$ cat src/design/mahd_pkg.sv
// ----------------------------------------------------------------------------
// MPEG audio header decode package
// Shared types, field codes, rate tables and divider constants.
// ----------------------------------------------------------------------------
package mahd_pkg;

  // Raw layer code that is reserved
  localparam logic [1:0] LAYER_RSVD = 2'd0;

  // Layer numbers after decoding
  localparam logic [1:0] LAYER_1 = 2'd1;
  localparam logic [1:0] LAYER_3 = 2'd3;

  // Version codes
  localparam logic [1:0] VER_MPEG1  = 2'd0;
  localparam logic [1:0] VER_MPEG2  = 2'd1;
  localparam logic [1:0] VER_MPEG25 = 2'd2;

  // Sample-rate index codes
  localparam logic [1:0] SIDX_44K1 = 2'd0;
  localparam logic [1:0] SIDX_48K  = 2'd1;
  localparam logic [1:0] SIDX_32K  = 2'd2;
  localparam logic [1:0] SIDX_RSVD = 2'd3;

  // Bitrate index codes that are not usable
  localparam logic [3:0] BIDX_FREE = 4'd0;
  localparam logic [3:0] BIDX_BAD  = 4'd15;

  localparam logic [1:0] MODE_MONO = 2'd3;

  localparam logic [10:0] SPF_LAYER1 = 11'd384;
  localparam logic [10:0] SPF_LSF_L3 = 11'd576;
  localparam logic [10:0] SPF_FULL   = 11'd1152;

  // Scaled numerator and reciprocal multiplier widths
  localparam int unsigned NUM_W  = 18;
  localparam int unsigned RCP_W  = 19;
  localparam int unsigned PROD_W = NUM_W + RCP_W;

  // ceil(2^24/49) and ceil(2^26/147): exact for numerators below 2^18
  localparam logic [RCP_W-1:0] RECIP_49  = 19'd342393;
  localparam logic [RCP_W-1:0] RECIP_147 = 19'd456523;
  localparam logic [RCP_W-1:0] RECIP_ONE = 19'd1;

  // Numerator coefficients: 12000 or 144000 over the base rate, reduced
  localparam logic [7:0] COEF_L1_44K1 = 8'd40;   // 40/147
  localparam logic [7:0] COEF_L1_48K  = 8'd1;    // 1/4
  localparam logic [7:0] COEF_L1_32K  = 8'd3;    // 3/8
  localparam logic [7:0] COEF_44K1    = 8'd160;  // 160/49
  localparam logic [7:0] COEF_48K     = 8'd3;    // 3/1
  localparam logic [7:0] COEF_32K     = 8'd9;    // 9/2

  typedef enum logic [2:0] {
    DIV_1   = 3'd0,
    DIV_2   = 3'd1,
    DIV_4   = 3'd2,
    DIV_8   = 3'd3,
    DIV_49  = 3'd4,
    DIV_147 = 3'd5
  } div_e;

  typedef struct packed {
    logic        ok;
    logic [1:0]  layer;
    logic [1:0]  ver;
    logic [8:0]  br;
    logic [15:0] sr;
    logic [1:0]  mode;
    logic [1:0]  mode_ext;
    logic        crc_absent;
    logic        pad;
  } hdr_t;

  typedef struct packed {
    logic [7:0] coeff;
    logic [1:0] shift_k;
    div_e       div;
  } div_ctl_t;

  localparam logic [8:0] KBPS_MPEG1 [0:3][0:15] = '{
    '{default: 9'd0},
    '{9'd0, 9'd32, 9'd64, 9'd96, 9'd128, 9'd160, 9'd192, 9'd224,
      9'd256, 9'd288, 9'd320, 9'd352, 9'd384, 9'd416, 9'd448, 9'd0},
    '{9'd0, 9'd32, 9'd48, 9'd56, 9'd64, 9'd80, 9'd96, 9'd112,
      9'd128, 9'd160, 9'd192, 9'd224, 9'd256, 9'd320, 9'd384, 9'd0},
    '{9'd0, 9'd32, 9'd40, 9'd48, 9'd56, 9'd64, 9'd80, 9'd96,
      9'd112, 9'd128, 9'd160, 9'd192, 9'd224, 9'd256, 9'd320, 9'd0}
  };

  localparam logic [8:0] KBPS_LSF [0:3][0:15] = '{
    '{default: 9'd0},
    '{9'd0, 9'd32, 9'd48, 9'd56, 9'd64, 9'd80, 9'd96, 9'd112,
      9'd128, 9'd144, 9'd160, 9'd176, 9'd192, 9'd224, 9'd256, 9'd0},
    '{9'd0, 9'd8, 9'd16, 9'd24, 9'd32, 9'd40, 9'd48, 9'd56,
      9'd64, 9'd80, 9'd96, 9'd112, 9'd128, 9'd144, 9'd160, 9'd0},
    '{9'd0, 9'd8, 9'd16, 9'd24, 9'd32, 9'd40, 9'd48, 9'd56,
      9'd64, 9'd80, 9'd96, 9'd112, 9'd128, 9'd144, 9'd160, 9'd0}
  };

  function automatic logic [8:0] kbps_lookup(input logic       lsf,
                                             input logic [1:0] layer,
                                             input logic [3:0] bidx);
    logic [8:0] rate;
    rate = lsf ? KBPS_LSF[layer][bidx] : KBPS_MPEG1[layer][bidx];
    return rate;
  endfunction

  // Base (MPEG-1) sampling rate for an index; lower versions shift it down
  function automatic logic [15:0] hz_base(input logic [1:0] sidx);
    logic [15:0] hz;
    unique case (sidx)
      SIDX_44K1: hz = 16'd44100;
      SIDX_48K:  hz = 16'd48000;
      SIDX_32K:  hz = 16'd32000;
      default:   hz = 16'd0;
    endcase
    return hz;
  endfunction

endpackage

$ cat src/design/mpeg_audio_header_decode_unit.sv
// ----------------------------------------------------------------------------
// MPEG audio header decode unit
// Decodes one MPEG-1/2/2.5 audio frame header word into frame parameters.
// ----------------------------------------------------------------------------
// Usage:
//   Input channel: header_word_i with in_valid_i; the unit holds in_stall_o
//   high when it cannot take an item. Output channel: one result item per
//   header on out_valid_o, held while out_stall_i is high.
//   Pipeline: four register stages (decode, numerator, reciprocal multiply,
//   result). Throughput: one item per cycle while the output is not stalled.
//   The frame length division is a constant reciprocal multiply per
//   sample-rate family, so no stage iterates.
//   Stall: each stage advances when the one after it is empty or moving, so
//   bubbles fill while the receiver stalls; in_stall_o rises only once every
//   stage holds an item and the output is stalled.
//   Reset: clears all valid bits; no item is in flight afterwards.
//   A rejected header (bad sync, reserved layer, free or bad bitrate,
//   reserved sample rate) still yields one item with every field zero.
// ----------------------------------------------------------------------------
module mpeg_audio_header_decode_unit import mahd_pkg::*; (
  input  logic        clk_i,
  input  logic        rst_ni,
  input  logic        in_valid_i,
  output logic        in_stall_o,
  input  logic [31:0] header_word_i,
  output logic        out_valid_o,
  input  logic        out_stall_i,
  output logic        header_valid_o,
  output logic [1:0]  layer_number_o,
  output logic [1:0]  version_code_o,
  output logic [8:0]  bitrate_kbps_o,
  output logic [15:0] sample_rate_hz_o,
  output logic [1:0]  channel_count_o,
  output logic [1:0]  channel_mode_o,
  output logic [1:0]  mode_extension_o,
  output logic        crc_absent_o,
  output logic        padding_flag_o,
  output logic [10:0] samples_per_frame_o,
  output logic [11:0] frame_body_bytes_o
);

  typedef struct packed {
    logic        header_valid;
    logic [1:0]  layer_number;
    logic [1:0]  version_code;
    logic [8:0]  bitrate_kbps;
    logic [15:0] sample_rate_hz;
    logic [1:0]  channel_count;
    logic [1:0]  channel_mode;
    logic [1:0]  mode_extension;
    logic        crc_absent;
    logic        padding_flag;
    logic [10:0] samples_per_frame;
    logic [11:0] frame_body_bytes;
  } result_t;

  logic              dec_ready, dec_valid, div_ready, div_valid, out_ready;
  hdr_t              dec_hdr, div_hdr;
  div_ctl_t          dec_ctl;
  div_e              div_sel;
  logic [PROD_W-1:0] div_prod;
  logic [11:0]       quot, quot_half, quot_pad;
  logic              is_layer1, is_half;
  logic              out_valid_q;
  result_t           res_d, res_q;

  mahd_decode u_decode (
    .clk_i         (clk_i),
    .rst_ni        (rst_ni),
    .valid_i       (in_valid_i),
    .ready_o       (dec_ready),
    .header_word_i (header_word_i),
    .valid_o       (dec_valid),
    .ready_i       (div_ready),
    .hdr_o         (dec_hdr),
    .ctl_o         (dec_ctl)
  );

  mahd_divide u_divide (
    .clk_i   (clk_i),
    .rst_ni  (rst_ni),
    .valid_i (dec_valid),
    .ready_o (div_ready),
    .hdr_i   (dec_hdr),
    .ctl_i   (dec_ctl),
    .valid_o (div_valid),
    .ready_i (out_ready),
    .hdr_o   (div_hdr),
    .div_o   (div_sel),
    .prod_o  (div_prod)
  );

  assign in_stall_o = !dec_ready;

  // Take the quotient from the product: power-of-two divisors are a shift,
  // the reciprocal divisors drop the fraction bits of the multiplier.
  always_comb begin
    case (div_sel)
      DIV_1:   quot = div_prod[11:0];
      DIV_2:   quot = div_prod[12:1];
      DIV_4:   quot = div_prod[13:2];
      DIV_8:   quot = div_prod[14:3];
      DIV_49:  quot = div_prod[35:24];
      DIV_147: quot = {1'b0, div_prod[36:26]};
      default: quot = 12'd0;
    endcase
  end

  assign is_layer1 = (div_hdr.layer == LAYER_1);
  assign is_half   = (div_hdr.layer == LAYER_3) && (div_hdr.ver != VER_MPEG1);
  assign quot_half = is_half ? (quot >> 1) : quot;
  assign quot_pad  = quot_half + 12'(div_hdr.pad);

  always_comb begin
    res_d.header_valid   = 1'b1;
    res_d.layer_number   = div_hdr.layer;
    res_d.version_code   = div_hdr.ver;
    res_d.bitrate_kbps   = div_hdr.br;
    res_d.sample_rate_hz = div_hdr.sr;
    res_d.channel_count  = (div_hdr.mode == MODE_MONO) ? 2'd1 : 2'd2;
    res_d.channel_mode   = div_hdr.mode;
    res_d.mode_extension = div_hdr.mode_ext;
    res_d.crc_absent     = div_hdr.crc_absent;
    res_d.padding_flag   = div_hdr.pad;
    // Layer 1 counts in 4-byte slots; strip the 4 header bytes either way
    if (is_layer1) begin
      res_d.samples_per_frame = SPF_LAYER1;
      res_d.frame_body_bytes  = {quot_pad[9:0], 2'b00} - 12'd4;
    end else begin
      res_d.samples_per_frame = is_half ? SPF_LSF_L3 : SPF_FULL;
      res_d.frame_body_bytes  = quot_pad - 12'd4;
    end
    if (!div_hdr.ok) begin
      res_d = '0;
    end
  end

  // Output register: hold the item while the receiver stalls
  assign out_ready = !out_valid_q || !out_stall_i;

  always_ff @(posedge clk_i or negedge rst_ni) begin
    if (!rst_ni) begin
      out_valid_q <= 1'b0;
    end else if (out_ready) begin
      out_valid_q <= div_valid;
    end
  end

  always_ff @(posedge clk_i) begin
    if (div_valid && out_ready) begin
      res_q <= res_d;
    end
  end

  assign out_valid_o         = out_valid_q;
  assign header_valid_o      = res_q.header_valid;
  assign layer_number_o      = res_q.layer_number;
  assign version_code_o      = res_q.version_code;
  assign bitrate_kbps_o      = res_q.bitrate_kbps;
  assign sample_rate_hz_o    = res_q.sample_rate_hz;
  assign channel_count_o     = res_q.channel_count;
  assign channel_mode_o      = res_q.channel_mode;
  assign mode_extension_o    = res_q.mode_extension;
  assign crc_absent_o        = res_q.crc_absent;
  assign padding_flag_o      = res_q.padding_flag;
  assign samples_per_frame_o = res_q.samples_per_frame;
  assign frame_body_bytes_o  = res_q.frame_body_bytes;

  // Back-pressure only ever originates at the output
  a_stall_source: assert property (@(posedge clk_i) disable iff (!rst_ni)
    in_stall_o |-> (out_valid_o && out_stall_i))
    else $error("input stalled without a stalled output item");

  // A rejected header carries no decoded content
  a_reject_zero: assert property (@(posedge clk_i) disable iff (!rst_ni)
    (out_valid_o && !header_valid_o) |->
      (bitrate_kbps_o == 9'd0 && sample_rate_hz_o == 16'd0 &&
       frame_body_bytes_o == 12'd0 && samples_per_frame_o == 11'd0 &&
       layer_number_o == 2'd0))
    else $error("rejected header item has non-zero fields");

  // An accepted header has a legal frame size in samples
  a_spf_legal: assert property (@(posedge clk_i) disable iff (!rst_ni)
    (out_valid_o && header_valid_o) |->
      (samples_per_frame_o == SPF_LAYER1 || samples_per_frame_o == SPF_LSF_L3 ||
       samples_per_frame_o == SPF_FULL))
    else $error("illegal samples per frame");

  // An accepted header has a non-zero rate pair and layer
  a_rates_set: assert property (@(posedge clk_i) disable iff (!rst_ni)
    (out_valid_o && header_valid_o) |->
      (bitrate_kbps_o != 9'd0 && sample_rate_hz_o != 16'd0 &&
       layer_number_o != 2'd0))
    else $error("accepted header with missing rate or layer");

endmodule

$ cat src/design/mahd_decode.sv
// ----------------------------------------------------------------------------
// MPEG audio header decode - field decode stage
// Checks sync and reserved codes, looks up rates, selects divider setup.
// ----------------------------------------------------------------------------
module mahd_decode import mahd_pkg::*; (
  input  logic        clk_i,
  input  logic        rst_ni,
  input  logic        valid_i,
  output logic        ready_o,
  input  logic [31:0] header_word_i,
  output logic        valid_o,
  input  logic        ready_i,
  output hdr_t        hdr_o,
  output div_ctl_t    ctl_o
);

  logic       valid_q;
  hdr_t       hdr_d, hdr_q;
  div_ctl_t   ctl_d, ctl_q;
  logic [1:0] layer_code, sidx, ver, layer;
  logic [3:0] bidx;
  logic       ok, lsf;

  assign layer_code = header_word_i[18:17];
  assign bidx       = header_word_i[15:12];
  assign sidx       = header_word_i[11:10];

  always_comb begin
    ok = (&header_word_i[31:21]) && (layer_code != LAYER_RSVD) &&
         (bidx != BIDX_FREE) && (bidx != BIDX_BAD) && (sidx != SIDX_RSVD);
    layer = 2'd0 - layer_code;
    if (header_word_i[20]) begin
      ver = header_word_i[19] ? VER_MPEG1 : VER_MPEG2;
    end else begin
      ver = VER_MPEG25;
    end
    lsf = (ver != VER_MPEG1);

    hdr_d.ok         = 1'b1;
    hdr_d.layer      = layer;
    hdr_d.ver        = ver;
    hdr_d.br         = kbps_lookup(lsf, layer, bidx);
    hdr_d.sr         = hz_base(sidx) >> ver;
    hdr_d.mode       = header_word_i[7:6];
    hdr_d.mode_ext   = header_word_i[5:4];
    hdr_d.crc_absent = header_word_i[16];
    hdr_d.pad        = header_word_i[9];

    ctl_d.shift_k = ver;
    unique case (sidx)
      SIDX_44K1: begin
        ctl_d.coeff = (layer == LAYER_1) ? COEF_L1_44K1 : COEF_44K1;
        ctl_d.div   = (layer == LAYER_1) ? DIV_147 : DIV_49;
      end
      SIDX_48K: begin
        ctl_d.coeff = (layer == LAYER_1) ? COEF_L1_48K : COEF_48K;
        ctl_d.div   = (layer == LAYER_1) ? DIV_4 : DIV_1;
      end
      SIDX_32K: begin
        ctl_d.coeff = (layer == LAYER_1) ? COEF_L1_32K : COEF_32K;
        ctl_d.div   = (layer == LAYER_1) ? DIV_8 : DIV_2;
      end
      default: begin
        ctl_d.coeff = 8'd0;
        ctl_d.div   = DIV_1;
      end
    endcase

    // Drop everything on a rejected header
    if (!ok) begin
      hdr_d = '0;
      ctl_d = '0;
    end
  end

  assign ready_o = !valid_q || ready_i;

  always_ff @(posedge clk_i or negedge rst_ni) begin
    if (!rst_ni) begin
      valid_q <= 1'b0;
    end else if (ready_o) begin
      valid_q <= valid_i;
    end
  end

  always_ff @(posedge clk_i) begin
    if (valid_i && ready_o) begin
      hdr_q <= hdr_d;
      ctl_q <= ctl_d;
    end
  end

  assign valid_o = valid_q;
  assign hdr_o   = hdr_q;
  assign ctl_o   = ctl_q;

endmodule

$ cat src/design/mahd_divide.sv
// ----------------------------------------------------------------------------
// MPEG audio header decode - frame length divider
// Two stages: scaled numerator, then multiply by the divisor's reciprocal.
// ----------------------------------------------------------------------------
module mahd_divide import mahd_pkg::*; (
  input  logic              clk_i,
  input  logic              rst_ni,
  input  logic              valid_i,
  output logic              ready_o,
  input  hdr_t              hdr_i,
  input  div_ctl_t          ctl_i,
  output logic              valid_o,
  input  logic              ready_i,
  output hdr_t              hdr_o,
  output div_e              div_o,
  output logic [PROD_W-1:0] prod_o
);

  logic              va_q, vb_q, rdy_a, rdy_b;
  hdr_t              hdr_a_q, hdr_b_q;
  div_e              div_a_q, div_b_q;
  logic [16:0]       coef_br;
  logic [19:0]       scaled;
  logic [NUM_W-1:0]  num_d, num_q;
  logic [RCP_W-1:0]  recip;
  logic [PROD_W-1:0] prod_d, prod_q;

  // Stage A: numerator = coeff * bitrate * 2^k (below 2^18 for legal codes)
  assign coef_br = 17'(ctl_i.coeff) * 17'(hdr_i.br);
  assign scaled  = {3'b000, coef_br} << ctl_i.shift_k;
  assign num_d   = scaled[NUM_W-1:0];

  // Stage B: reciprocal multiply, power-of-two divisors pass through
  always_comb begin
    case (div_a_q)
      DIV_49:  recip = RECIP_49;
      DIV_147: recip = RECIP_147;
      default: recip = RECIP_ONE;
    endcase
  end
  assign prod_d = PROD_W'(num_q) * PROD_W'(recip);

  assign rdy_b   = !vb_q || ready_i;
  assign rdy_a   = !va_q || rdy_b;
  assign ready_o = rdy_a;

  always_ff @(posedge clk_i or negedge rst_ni) begin
    if (!rst_ni) begin
      va_q <= 1'b0;
      vb_q <= 1'b0;
    end else begin
      if (rdy_a) begin
        va_q <= valid_i;
      end
      if (rdy_b) begin
        vb_q <= va_q;
      end
    end
  end

  always_ff @(posedge clk_i) begin
    if (valid_i && rdy_a) begin
      hdr_a_q <= hdr_i;
      div_a_q <= ctl_i.div;
      num_q   <= num_d;
    end
    if (va_q && rdy_b) begin
      hdr_b_q <= hdr_a_q;
      div_b_q <= div_a_q;
      prod_q  <= prod_d;
    end
  end

  assign valid_o = vb_q;
  assign hdr_o   = hdr_b_q;
  assign div_o   = div_b_q;
  assign prod_o  = prod_q;

endmodule
$ cat config.mk
export PLATFORM = sky130hd
export DESIGN_NAME = mpeg_audio_header_decode_unit
export DESIGN_NICKNAME = d
export VERILOG_FILES = /design/src/design/mahd_pkg.sv /design/src/design/mpeg_audio_header_decode_unit.sv /design/src/design/mahd_decode.sv /design/src/design/mahd_divide.sv
export SDC_FILE = /design/constraint.sdc
export NUM_CORES = 1
export LEC_CHECK = 0
export BUFFER_PORTS_ARGS = -buffer_cell sky130_fd_sc_hd__buf_2
export CORE_UTILIZATION = 38
export DETAILED_ROUTE_END_ITERATION = 16
export PLACE_DENSITY = 0.62
export SETUP_SLACK_MARGIN = 0.4
export SLEW_MARGIN = 10
export SYNTH_ARGS = -nofsm -noshare
export SYNTH_HDL_FRONTEND = slang
export SYNTH_SLANG_ARGS = --single-unit
$ cat constraint.sdc
create_clock -name clk_i -period 11.9 [get_ports clk_i]
set_input_delay 3.57 -clock clk_i [delete_from_list [all_inputs] [get_ports clk_i]]
set_output_delay 3.57 -clock clk_i [all_outputs]
set_load 0.01 [all_outputs]
# == After elaboration in Yosys (flattened, before gate mapping) ==
# Cells that the tools add are included.
# word_totals
register_bits,245
latchBits,0
ram_bits,0
rom_bits,0
input_bits,36
output_inout_bits,63
memories,0
# op_classes
addsub,4
multipliers,2
n_div,0
magnitude_cmp,2
eq_ne,15
shift,2
muxes,32
n_bitwise,3
reduce_logical,27
# ops
op,count
$bmux 144 s2,2
$mux 144,4
$bmux 9 s4,2
$pmux 12 s6,1
$mux 61,1
$pmux 16 s3,1
$mux 9,5
$pmux 19 s2,1
$mul 18x19->37,1
$mux 36,1
$pmux 8 s3,1
$sub 12x3->12 const B,2
$mux 23,1
$shl 17x2->18,1
$mul 8x9->17,1
$shr 16x2->16,1
$add 12x1->12,1
$eq 3x3->1 const B,4
$mux 12,1
$mux 11,1
$reduce_and 11->1,1
$mux 2,5
$logic_and 1x1->1,9
$pmux 3 s3,1
22 further kinds,38

# == Longest topological paths before layout ==
# Gate-level depths: netlist of the first run.
# logic_depth
ltp_word,10
mapped_depth,25

# == Cells and area by module ==
# Synthesis of the first run repeated with hierarchy kept, for this count alone.
# unflattened
cells_unflattened,2100
area_unflattened_um2,22211.3
# by_module_without_submodules
mod,instances,cells_per_inst,area_per_inst_um2,seq_area_each_um2
mahd_divide,1,1528,16128.0,4043.9
mpeg_audio_header_decode_unit,1,334,3559.7,1646.6
mahd_decode,1,238,2523.7,1226.2

# == Least setup slack after synthesis of the first run ==
# Ideal clock, no wire load.
# synth_path
kind,input-to-reg
from,input port out_stall_i
to,"register res_q (netlist bit bitrate_kbps_o[3]), enable pin"
arrival_ns,7.282
slack_ns,4.080
stages,1
cell_sequence,a21boi_0
# synth_via
elab_chain_cells,3
# synth_rtl
element,line_no,source
from (decl),mpeg_audio_header_decode_unit.sv:27,"input logic out_stall_i,"
$logic_not 1->1,mpeg_audio_header_decode_unit.sv:139,assign out_ready = !out_valid_q || !out_stall_i;
$logic_or 1x1->1,mpeg_audio_header_decode_unit.sv:139,
$logic_and 1x1->1,mpeg_audio_header_decode_unit.sv:150,if (div_valid && out_ready) begin
to (signal assigned),mpeg_audio_header_decode_unit.sv:151,res_q <= res_d;
to (decl),mpeg_audio_header_decode_unit.sv:65,"result_t res_d, res_q;"
# Every way passes these cells.
# A chain may end at the register's enable or synchronous reset.

# == Worst setup path after layout of the first run ==
# layout_path
from,input port out_stall_i
to,output port in_stall_o
# layout_via
elab_chain_cells,6
# layout_rtl
element,line_no,source
$logic_not 1->1,mpeg_audio_header_decode_unit.sv:139,
$logic_or 1x1->1,mpeg_audio_header_decode_unit.sv:139,
$logic_or 1x1->1,mahd_divide.sv:43,assign rdy_b = !vb_q || ready_i;
$logic_or 1x1->1,mahd_divide.sv:44,assign rdy_a = !va_q || rdy_b;
$logic_or 1x1->1,mahd_decode.sv:76,assign ready_o = !valid_q || ready_i;
$logic_not 1->1,mpeg_audio_header_decode_unit.sv:93,assign in_stall_o = !dec_ready;
to (decl),mpeg_audio_header_decode_unit.sv:24,"output logic in_stall_o,"
# Every way passes these cells.

==> results.md, run 1 <==
- Status: completed
- Dominant synthesized flop cell: edfxtp_1
- Vias in the first global route: 12114
- RePlAce Congestion: 0.9156
- HP Class: flip-flop to flip-flop
- Row count: 79
- CTS max path bufs: 3
- Fin crit share: 66.01%
- Final setup skew: 12.19 ps
- Die width: 221.3 um
- Max VDD drop: 0.00007973 V
- Die Span Y: 221.3 um
- Initial Util: 38.91%
- # hold bufs at CTS: 0
- Tot GR Track Use: 16.00%
- Gr ovfl total: 0
- RSZ-0062 raised after global routing: false
- Met1 GRT Util: 22.30%
- Syn avg cell area: 11.18 sq um
- Post-route DRC: 0
- Dpl hpwl: 30.75 mm
- Drt first pass iters: 5
- Antenna fix cells: 0
- Post-synth EDFFs: 203
- Post-synthesis register bit count: 207
- Critical path type: primary input to output pin
- M2 GR Usage: 27.17%
- Vias per cell: 5.063
- # H-tree levels: 1
- Share of post-route cells with drive strength above 1: 10.15%
- CP required: 8330 ps
- Hold Fails Final Rpt: 0
- Leak: 9.674 nW
- Buffers on Ports: 84
- Initial antenna violation count: 0
- Most frequent cells in the layout: 323 x inv_1, 203 x edfxtp_1, 200 x ha_1
- Root Driver: clkbuf_16
- Slew Limit Fails: 0
- Antenna-violating nets left: 0
- Maximum number of pins on one net before global-route repair: 62
- Setup violators final: 0
- Mapped Cells: 1634
- CP Max Fanout: 4
- Filler instances: 4391
- Reg clk slew, reported paths: 60 ps
- Sw Share: 39.02%
- Sequential share of power: 32.9%
- Top Ports: 99
- Worst-case hold slack: 417.3 ps
- CORE AREA: 46950 sq um
- Crit path launch type: primary input
- Final nets: 2119
- Final core utilization: 42.43%
- Post-Synthesis Cell Area: 18270 sq um
- CTS tree: built
- Fmax: 0.1273 GHz
- Met3 Track Usage GR: 1.779%
- P_sw: 1.215 mW
- Most Crowded Layer GR: met2
- Max Cap Viol: 0
- Tightest Pin Transition: 970.7 ps
- Initial drt markers: 731
- Unique masters post-synth: 92
- Most common cell after layout, fill and taps aside: inv_1
- Routed WL: 37.91 mm
- Max-slew headroom: 35.29%
- PwrDens: 156.3 nW/um^2
- Reg area: 6196 sq um
- Critical Path AT: 4290 ps
- Clk sink count: 207
- Logic pwr share: 47.2%
- Yosys Warn Count: 0
- Die footprint: 48950 sq um
- First-pass GRT wire length: 63.60 mm
- Internal power: 1.898 mW
- Setup bufs post-CTS: 0
- Minimum clock period: 7856 ps
- Setup TNS: 0 ps
- Post-cts gate resize count: 0
- Worst skew pair latency: 510 ps
- Clock power share: 19.9%
- Multi-input logic area: 10630 sq um
- Register area share after synthesis: 33.92%
- P&R area growth vs syn: 9.048%
- Vias: 11752
- DR WL/cell: 16.33 um
- CP endpoint kind: output pin
- Async SR Flop Fraction: 1.932%
- Num CTS Buffers: 21
-- worst paths after layout --
check	from	endpoint	slack, ps	cells after the start
max	out_stall_i	in_stall_o	4040	5
min	u_decode.ctl_o[1]$_SDFFCE_PN0P_	u_divide.div_a_q[1]$_DFFE_PP_	420	0
max reg2reg	u_divide.div_a_q[1]$_DFFE_PP_	u_divide.prod_o[36]$_DFFE_PP_	4060	25
min reg2reg	u_decode.ctl_o[1]$_SDFFCE_PN0P_	u_divide.div_a_q[1]$_DFFE_PP_	420	0
max in group asynchronous	rst_ni	u_decode.valid_o$_DFFE_PN0N_	8920	1
min in group asynchronous	rst_ni	u_divide.valid_o$_DFFE_PN0P_	2860	1
-- routing by layer --
metal,vias to the layer above,part of all wire (%)
li1,5629,-
met1,5846,46
met2,240,49
met3,37,4.1
met4,0,1.5
met5,-,0
-- worst max-delay path, stage by stage --
cell and delay (ps):
buf_2 120, and3_1 260, nand3_1 140, inv_1 70, buf_2 120
-- flip-flops by register name (all words and copies together) (netlist names), 2 cells and up --
name and cells:
bitrate_kbps_o 6, channel_count_o 2, channel_mode_o 2, frame_body_bytes_o 12, layer_number_o 2, mode_extension_o 2
sample_rate_hz_o 16, samples_per_frame_o 4, u_decode.ctl_o 7, u_decode.hdr_o 33, u_divide.div_a_q 3, u_divide.div_o 3
u_divide.hdr_a_q 33, u_divide.hdr_o 33, u_divide.num_q 15, u_divide.prod_o 25, version_code_o 2
-- power groups by stage --
stage                     Sequential (mW)  Combinational [mW]  Clock, mW
after floorplan                      1.03                1.08          0
after global placement               1.04                1.46          0
after detailed placement             1.04                1.47          0
after CTS                            1.03                1.49      0.638
after global routing                 1.04                1.69      0.669
final                                1.02                1.47      0.619
-- final cells by class --
| cell class | count | area share (%) |
|---|---|---|
| sequential | 207 | 31.10 |
| clock inverter | 13 | 0.4271 |
| multi-input combinational | 1054 | 53.34 |
| timing repair buffer | 92 | 2.412 |
| inverter | 324 | 6.105 |
| clock buffer | 24 | 2.795 |
| tap | 607 | 3.813 |
-- cells in the mapped netlist (4+ instances only) --
library cell  count  area, sq um
mux2_2           10        112.6
xnor2_1          21        183.9
a221o_1           4        40.04
nor3_1           18        90.09
inv_1           323         1212
a32oi_1           4        35.03
buf_4            11        82.58
and3_1           13        81.33
clkbuf_1         36        135.1
a21o_1           27        202.7
and2_1           86        538.0
nand2b_1         11        68.82
nor2_1           65        244.0
nand4_1           7        43.79
dfrtp_1           4        100.1
mux2i_1          18        180.2
nor4_1            6        37.54
o22ai_1           4        25.02
a31oi_1           6        37.54
a2111oi_0         5        43.79
o21ai_0          43        215.2
xor2_1           21        183.9
a211oi_1          5        37.54
nand3_1          13        65.06
a221oi_1          7        61.31
o211ai_1         12        90.09
buf_1             6        22.52
o21a_1            6        45.04
and4_1            5        43.79
a32o_1            4        40.04
o21bai_1          6        45.04
edfxtp_1        203         6096
nor2b_1          15        93.84
fa_1            183         3664
mux4_2            6        135.1
nand2_1          85        319.1
a21oi_1          59        295.3
ha_1            200         2502
-- cell families (layout without fill, tap and decap cells) --
logic type / Yosys count / count (layout) / share of synthesized area [%]
AND/OR/NAND/NOR: 346 / 346 / 10.00
adder cells (fa/ha/maj): 383 / 383 / 33.75
AO/OA/AOI/OAI: 233 / 233 / 9.055
buffers and inverters: 382 / 453 / 8.226
XOR/XNOR: 42 / 42 / 2.014
other: 1 / 10 / 0.02053
multiplexers: 40 / 40 / 3.014
flip-flops: 207 / 207 / 33.92
-- stage by stage --
step / total power, mW / setup WS, ps / cells / cell area, sq um
after global placement: 2.493 / 4068 / 2284 / 19280
final: 3.113 / 4044 / 2321 / 19920
after CTS: 3.154 / 4050 / 2321 / 19920
after global routing: 3.399 / 3608 / 2321 / 19920
after floorplan: 2.113 / 4080 / 1643 / 18300
after detailed placement: 2.512 / 4053 / 2284 / 19280
No activity file was read; power rests on OpenSTA's default activity.
==> run 2, diff against run 1 <==
- ABC_AREA: unset -> 1
- clock period: 11.9 -> 7.7 ns (I/O delays scaled with it)
==> results.md, run 2 <==
- Row count: 80
- Post-synth top area share: 32.94%
- CP top delay family: adder cells
- RSZ-0062 raised after global routing: true
- Post-Synthesis Cell Area: 18500 sq um
- CTS max path bufs: 3
- Crit path launch type: flip-flop
- Worst skew pair latency: 510 ps
- Unique masters post-synth: 49
- Post-synthesis register bit count: 207
- Met3 Track Usage GR: 2.156%
- Critical Path AT: 7080 ps
- Async SR Flop Fraction: 1.932%
- Vias per cell: 4.784
- Synth Area in Simple Gates: 14.82%
- Commonest cells in the netlist: 475 x inv_1, 273 x nand2_1, 203 x edfxtp_1
- Worst-case hold slack: 413.1 ps
- Largest family of logic cells by synthesized area: adder cells
- CTS tree: built
- Setup violators final: 0
- R2R Path End: u_divide.prod_o[33]$_DFFE_PP_
- CP endpoint kind: flip-flop
- Minimum clock period: 6843 ps
- HP Start: u_decode.hdr_o[35]$_DFFE_PP_
- DP Area: 19620 sq um
- CP required: 7930 ps
- Hold Path Depth: 0
- Hold EP: u_divide.hdr_a_q[35]$_DFFE_PP_
- Tightest Pin Transition: 1111 ps
- Hold Fails Final Rpt: 0
- Buffers on Ports: 84
- Synth Area in Compound Gates: 4.943%
- PwrDens: 252.8 nW/um^2
- Reg2reg start: u_divide.div_a_q[1]$_DFFE_PP_
- Initial drt markers: 695
- Vias in the first global route: 13006
- CP peak stage delay: 600 ps
- Stages on the worst setup path: 22
- Drt first pass iters: 5
- Critical path's most frequent cell: fa_1
- Yosys Warn Count: 0
- DR WL/cell: 14.93 um
- Fmax: 0.1461 GHz
- Met1 GRT Util: 21.93%
- First-pass GRT wire length: 65.25 mm
- Xor and xnor area share after synthesis: 1.515%
- HP Class: flip-flop to flip-flop
- Most Crowded Layer GR: met2
- Filler instances: 4621
- Mapped Cells: 1942
- Critical path type: flip-flop to flip-flop
- Synth top area cells: edfxtp_1 33%, fa_1 20%, ha_1 14%
- Crit path buffers/inverters: 4
- Syn avg cell area: 9.528 sq um
- Fin crit share: 88.87%
- Leak: 10.41 nW
- Max-slew headroom: 25.74%
- CORE AREA: 47850 sq um
- Post-route DRC: 0
- Antenna fix cells: 0
- # hold bufs at CTS: 0
- Initial Util: 38.67%
- Status: completed
- Dpl hpwl: 33.04 mm
- Most frequent cells in the layout: 474 x inv_1, 273 x nand2_1, 203 x edfxtp_1
- Post-route cell area: 20330 sq um
- Mux cell area share after synthesis: 0.6491%
- Top Ports: 99
- Share of post-route cells with drive strength above 1: 10.01%
- Slew Limit Fails: 0
- Most frequent cell after synthesis: inv_1
- Reg2reg path depth: 22
- Antenna-violating nets left: 0
- Maximum number of pins on one net before global-route repair: 62
- Max VDD drop: 0.0001463 V
- Reg clk slew, reported paths: 60 ps
- Die width: 222.7 um
- Setup TNS: 0 ps
- Dominant synthesized flop cell: edfxtp_1
- Root Driver: clkbuf_16
- R2r setup slk: 860 ps
- Post-synth top area cell: edfxtp_1
- Post-synth EDFFs: 203
- CP Max Fanout: 15
- M2 GR Usage: 28.01%
- Die footprint: 49580 sq um
- Initial antenna violation count: 0
- Routed WL: 39.76 mm
- Adder-Cell Fraction of Synth Area: 33.32%
- Tot GR Track Use: 16.24%
- Final nets: 2451
- RePlAce Congestion: 0.9433
- CP Cell Sequence: nor2_1, nand2_1, nor2_1, inv_1, fa_1, inv_1, fa_1, fa_1, fa_1, fa_1, inv_1, fa_1, inv_1, ha_1, nand4_1, nor3_1, nand3_1, o211ai_1, nand3_1, nand2_1, a31oi_1, xor2_1
- # H-tree levels: 1
- Vias: 12734
- Critical-path top delay cell: nor2_1
- Register area share after synthesis: 33.48%
- Die Span Y: 222.7 um
- Num CTS Buffers: 22
- P&R area growth vs syn: 9.879%
- Max Cap Viol: 0
- Final setup skew: 22.69 ps
- Clk sink count: 207
- Most common cell after layout, fill and taps aside: inv_1
- Gr ovfl total: 0
[run 2: cell families after synthesis]
| logic type | count (synthesis) |
|---|---|
| AOI/OAI and AO/OA | 164 |
| adders and majority gates | 383 |
| buffers and inverters | 530 |
| and+or+nand+nor | 613 |
| DFF | 207 |
| muxes | 12 |
| other | 1 |
| xor gates and xnor gates | 32 |
[run 2: repair_timing]
action | 4_1_cts | 5_1_grt
setup endpoints to repair | 0 | 4
buffers inserted | 0 | 0
resized for setup | 0 | 6
[run 2: where the power goes]
group / switching, mW / internal [mW] / leakage [nW] / total, mW
Sequential: 0.0970 / 1.49 / 2.06 / 1.58
Clock: 0.440 / 0.570 / 0.341 / 1.01
Combinational: 1.62 / 0.930 / 8.00 / 2.55
[run 2: layout make-up]
| class | instances | area [sq um] | area share, % |
|---|---|---|---|
| clock buffer | 25 | 561.8 | 2.763 |
| inverter | 487 | 1831 | 9.003 |
| timing repair buffer | 100 | 540.5 | 2.658 |
| tap | 615 | 769.5 | 3.785 |
| multi-input combinational | 1214 | 10300 | 50.66 |
| clock inverter | 14 | 132.6 | 0.6523 |
| sequential | 207 | 6196 | 30.47 |
[run 2: layer usage]
metal / wire, um / vias up
li1: - / 6310
met1: 18200 / 6133
met3: 1571 / 36
met4: 628 / 0
met2: 19360 / 255
met5: 0 / -
[run 2: worst max-delay path by stage]
| stage | start | endpoint |
|---|---|---|
| after floorplan | u_divide.div_a_q[1]$_DFFE_PP_ | u_divide.prod_o[35]$_DFFE_PP_ |
| after global placement | u_divide.div_a_q[1]$_DFFE_PP_ | u_divide.prod_o[35]$_DFFE_PP_ |
| final | u_divide.div_a_q[1]$_DFFE_PP_ | u_divide.prod_o[33]$_DFFE_PP_ |
| after global routing | u_divide.div_a_q[1]$_DFFE_PP_ | u_divide.prod_o[32]$_DFFE_PP_ |
| after CTS | u_divide.div_a_q[1]$_DFFE_PP_ | u_divide.prod_o[32]$_DFFE_PP_ |
| after detailed placement | u_divide.div_a_q[1]$_DFFE_PP_ | u_divide.prod_o[32]$_DFFE_PP_ |
[run 2: stage by stage]
step	std cells	util [%]	power, mW	setup WS (ps)
floorplan	1951	-	3.467	1442
global placement	2623	41.01	4.144	858.4
detailed placement	2623	41.01	4.165	773.9
CTS	2662	42.46	5.197	729.4
global route	2662	42.49	5.618	372.7
finish	2662	42.49	5.141	857.0
==> run 3, diff against run 2 <==
- CELL_PAD_IN_SITES_DETAIL_PLACEMENT: unset -> 1
- CELL_PAD_IN_SITES_GLOBAL_PLACEMENT: unset -> 2
- PLACE_DENSITY: 0.62 -> 0.85
==> results.md, run 3 (synthesized netlist as in run 2, its figures left out) <==
- Status: completed
- R2r setup slk: 840 ps
- Reg area: 6196 sq um
- Reg2reg path depth: 25
- Antenna fix cells: 0
- Buffers on Ports: 84
- Vias in the first global route: 14464
- Worst skew pair latency: 510 ps
- HP Start: u_divide.hdr_a_q[29]$_DFFE_PP_
- Critical Path AT: 7100 ps
- CTS tree: built
- Drt first pass iters: 5
- Gr ovfl total: 0
- Initial antenna violation count: 0
- Antenna-violating nets left: 0
- Max VDD drop: 0.0001317 V
- PwrDens: 259.0 nW/um^2
- Critical path's most frequent cell: fa_1
- Initial drt markers: 531
- CORE AREA: 47850 sq um
- RSZ-0062 raised after global routing: false
- Hold Fails Final Rpt: 0
- # hold bufs at CTS: 0
- Setup violators final: 0
- Post-route DRC: 0
- Most frequent cells in the layout: 474 x inv_1, 273 x nand2_1, 203 x edfxtp_1
- CP Max Fanout: 8
- Leak: 10.41 nW
- Max Cap Viol: 0
- Crit path launch type: flip-flop
- DP Area: 19630 sq um
- DR WL/cell: 17.22 um
- Clk sink count: 207
- Top Ports: 99
- Share of post-route cells with drive strength above 1: 9.868%
- Die footprint: 49580 sq um
- Minimum clock period: 6860 ps
- Most common cell after layout, fill and taps aside: inv_1
- Post-route insts no fill: 2662
- CP peak stage delay: 600 ps
- # H-tree levels: 1
- Final nets: 2452
- Dpl ws: 744.5 ps
- Row count: 80
- Multi-input logic area: 10310 sq um
- Vias: 13120
- Filler instances: 5550
- Num CTS Buffers: 22
- Reg2reg start: u_divide.div_a_q[1]$_DFFE_PP_
- Slew Limit Fails: 0
- RePlAce Congestion: 0.8987
- R2R Path End: u_divide.prod_o[33]$_DFFE_PP_
- CTS max path bufs: 3
- Initial Util: 38.67%
- Critical path type: flip-flop to flip-flop
- Worst-case hold slack: 412.5 ps
- Dpl hpwl: 38.14 mm
- # placed instances: 2624
- Tot GR Track Use: 18.89%
- PnR Total Power: 5.272 mW
- Die width: 222.7 um
- Setup TNS: 0 ps
- Maximum number of pins on one net before global-route repair: 62
- Hold Path Depth: 0
- Vias per cell: 4.929
- Fmax: 0.1458 GHz
- Critical-path top delay cell: fa_1
- CP required: 7940 ps
- Routed WL: 45.84 mm
- Tightest Pin Transition: 1176 ps
- P&R area growth vs syn: 10.00%
- Reg clk slew, reported paths: 60 ps
- Final setup skew: 25.00 ps
- Max-slew headroom: 21.41%
- First-pass GRT wire length: 74.68 mm
- HP Class: flip-flop to flip-flop
- Die Span Y: 222.7 um
- Final core utilization: 42.54%
- Root Driver: clkbuf_16
- Fin crit share: 89.09%
- Hold EP: u_divide.hdr_o[29]$_DFFE_PP_
- Post-route cell area: 20350 sq um
- CP endpoint kind: flip-flop
- Setup ws final: 840.3 ps
run 3: cell types whose count changed in the layout (fill, tap and decap cells not counted):
| cell | change |
|---|---|
| inv_8 | -1 |
| a21oi_1 | -1 |
| a21oi_2 | +1 |
| clkinv_2 | -3 |
| nor2_2 | -2 |
| clkbuf_1 | -1 |
| inv_6 | -1 |
| clkinv_1 | +5 |
| clkinv_4 | -1 |
| buf_4 | +1 |
| nor2_4 | +2 |
| bufinv_16 | +1 |
run 3: cell type report:
type                       count  area share, %
multi-input combinational   1214          50.68
sequential                   207          30.44
inverter                     487          8.993
tap                          615          3.780
clock buffer                  24          2.742
timing repair buffer         101          2.692
clock inverter                14         0.6762
run 3: worst max-delay path: cells and delay by family, from the launching register on:
| kind | cells | cell delay (ps) |
|---|---|---|
| fa+ha+maj | 7 | 3590 |
| simple gates | 8 | 1320 |
| buf+inv | 5 | 640 |
| compound gates | 4 | 470 |
| flops | 1 | 410 |
| xor+xnor | 1 | 170 |
run 3: metal layers:
| layer | vias to the layer above | routed length [um] | GRT usage [%] |
|---|---|---|---|
| li1 | 6304 | - | - |
| met1 | 6553 | 19710 | 23.36 |
| met2 | 190 | 23650 | 34.64 |
| met3 | 73 | 1225 | 2.089 |
| met4 | 0 | 1255 | 5.072 |
| met5 | - | 0 | 0 |
run 3: how the worst max path moves through the flow:
stage | slack (ps) | from | cells past startpoint | endpoint
global route | 400 | u_divide.div_a_q[1]$_DFFE_PP_ | 27 | u_divide.prod_o[35]$_DFFE_PP_
global placement | 850 | u_divide.div_a_q[1]$_DFFE_PP_ | 27 | u_divide.prod_o[35]$_DFFE_PP_
CTS | 640 | u_divide.div_a_q[1]$_DFFE_PP_ | 27 | u_divide.prod_o[33]$_DFFE_PP_
finish | 840 | u_divide.div_a_q[1]$_DFFE_PP_ | 25 | u_divide.prod_o[33]$_DFFE_PP_
floorplan | 1440 | u_divide.div_a_q[1]$_DFFE_PP_ | 29 | u_divide.prod_o[35]$_DFFE_PP_
detailed placement | 740 | u_divide.div_a_q[1]$_DFFE_PP_ | 27 | u_divide.prod_o[33]$_DFFE_PP_
run 3: what timing repair did:
action / 4_1_cts / 5_1_grt
gates resized for setup: 0 / 9
endpoints found under the setup margin: 0 / 5
buffers inserted: 0 / 0
run 3: power by group:
group	internal [mW]	total, mW	switching, mW
combinational	0.958	2.65	1.69
sequential	1.49	1.59	0.107
clock	0.594	1.03	0.433
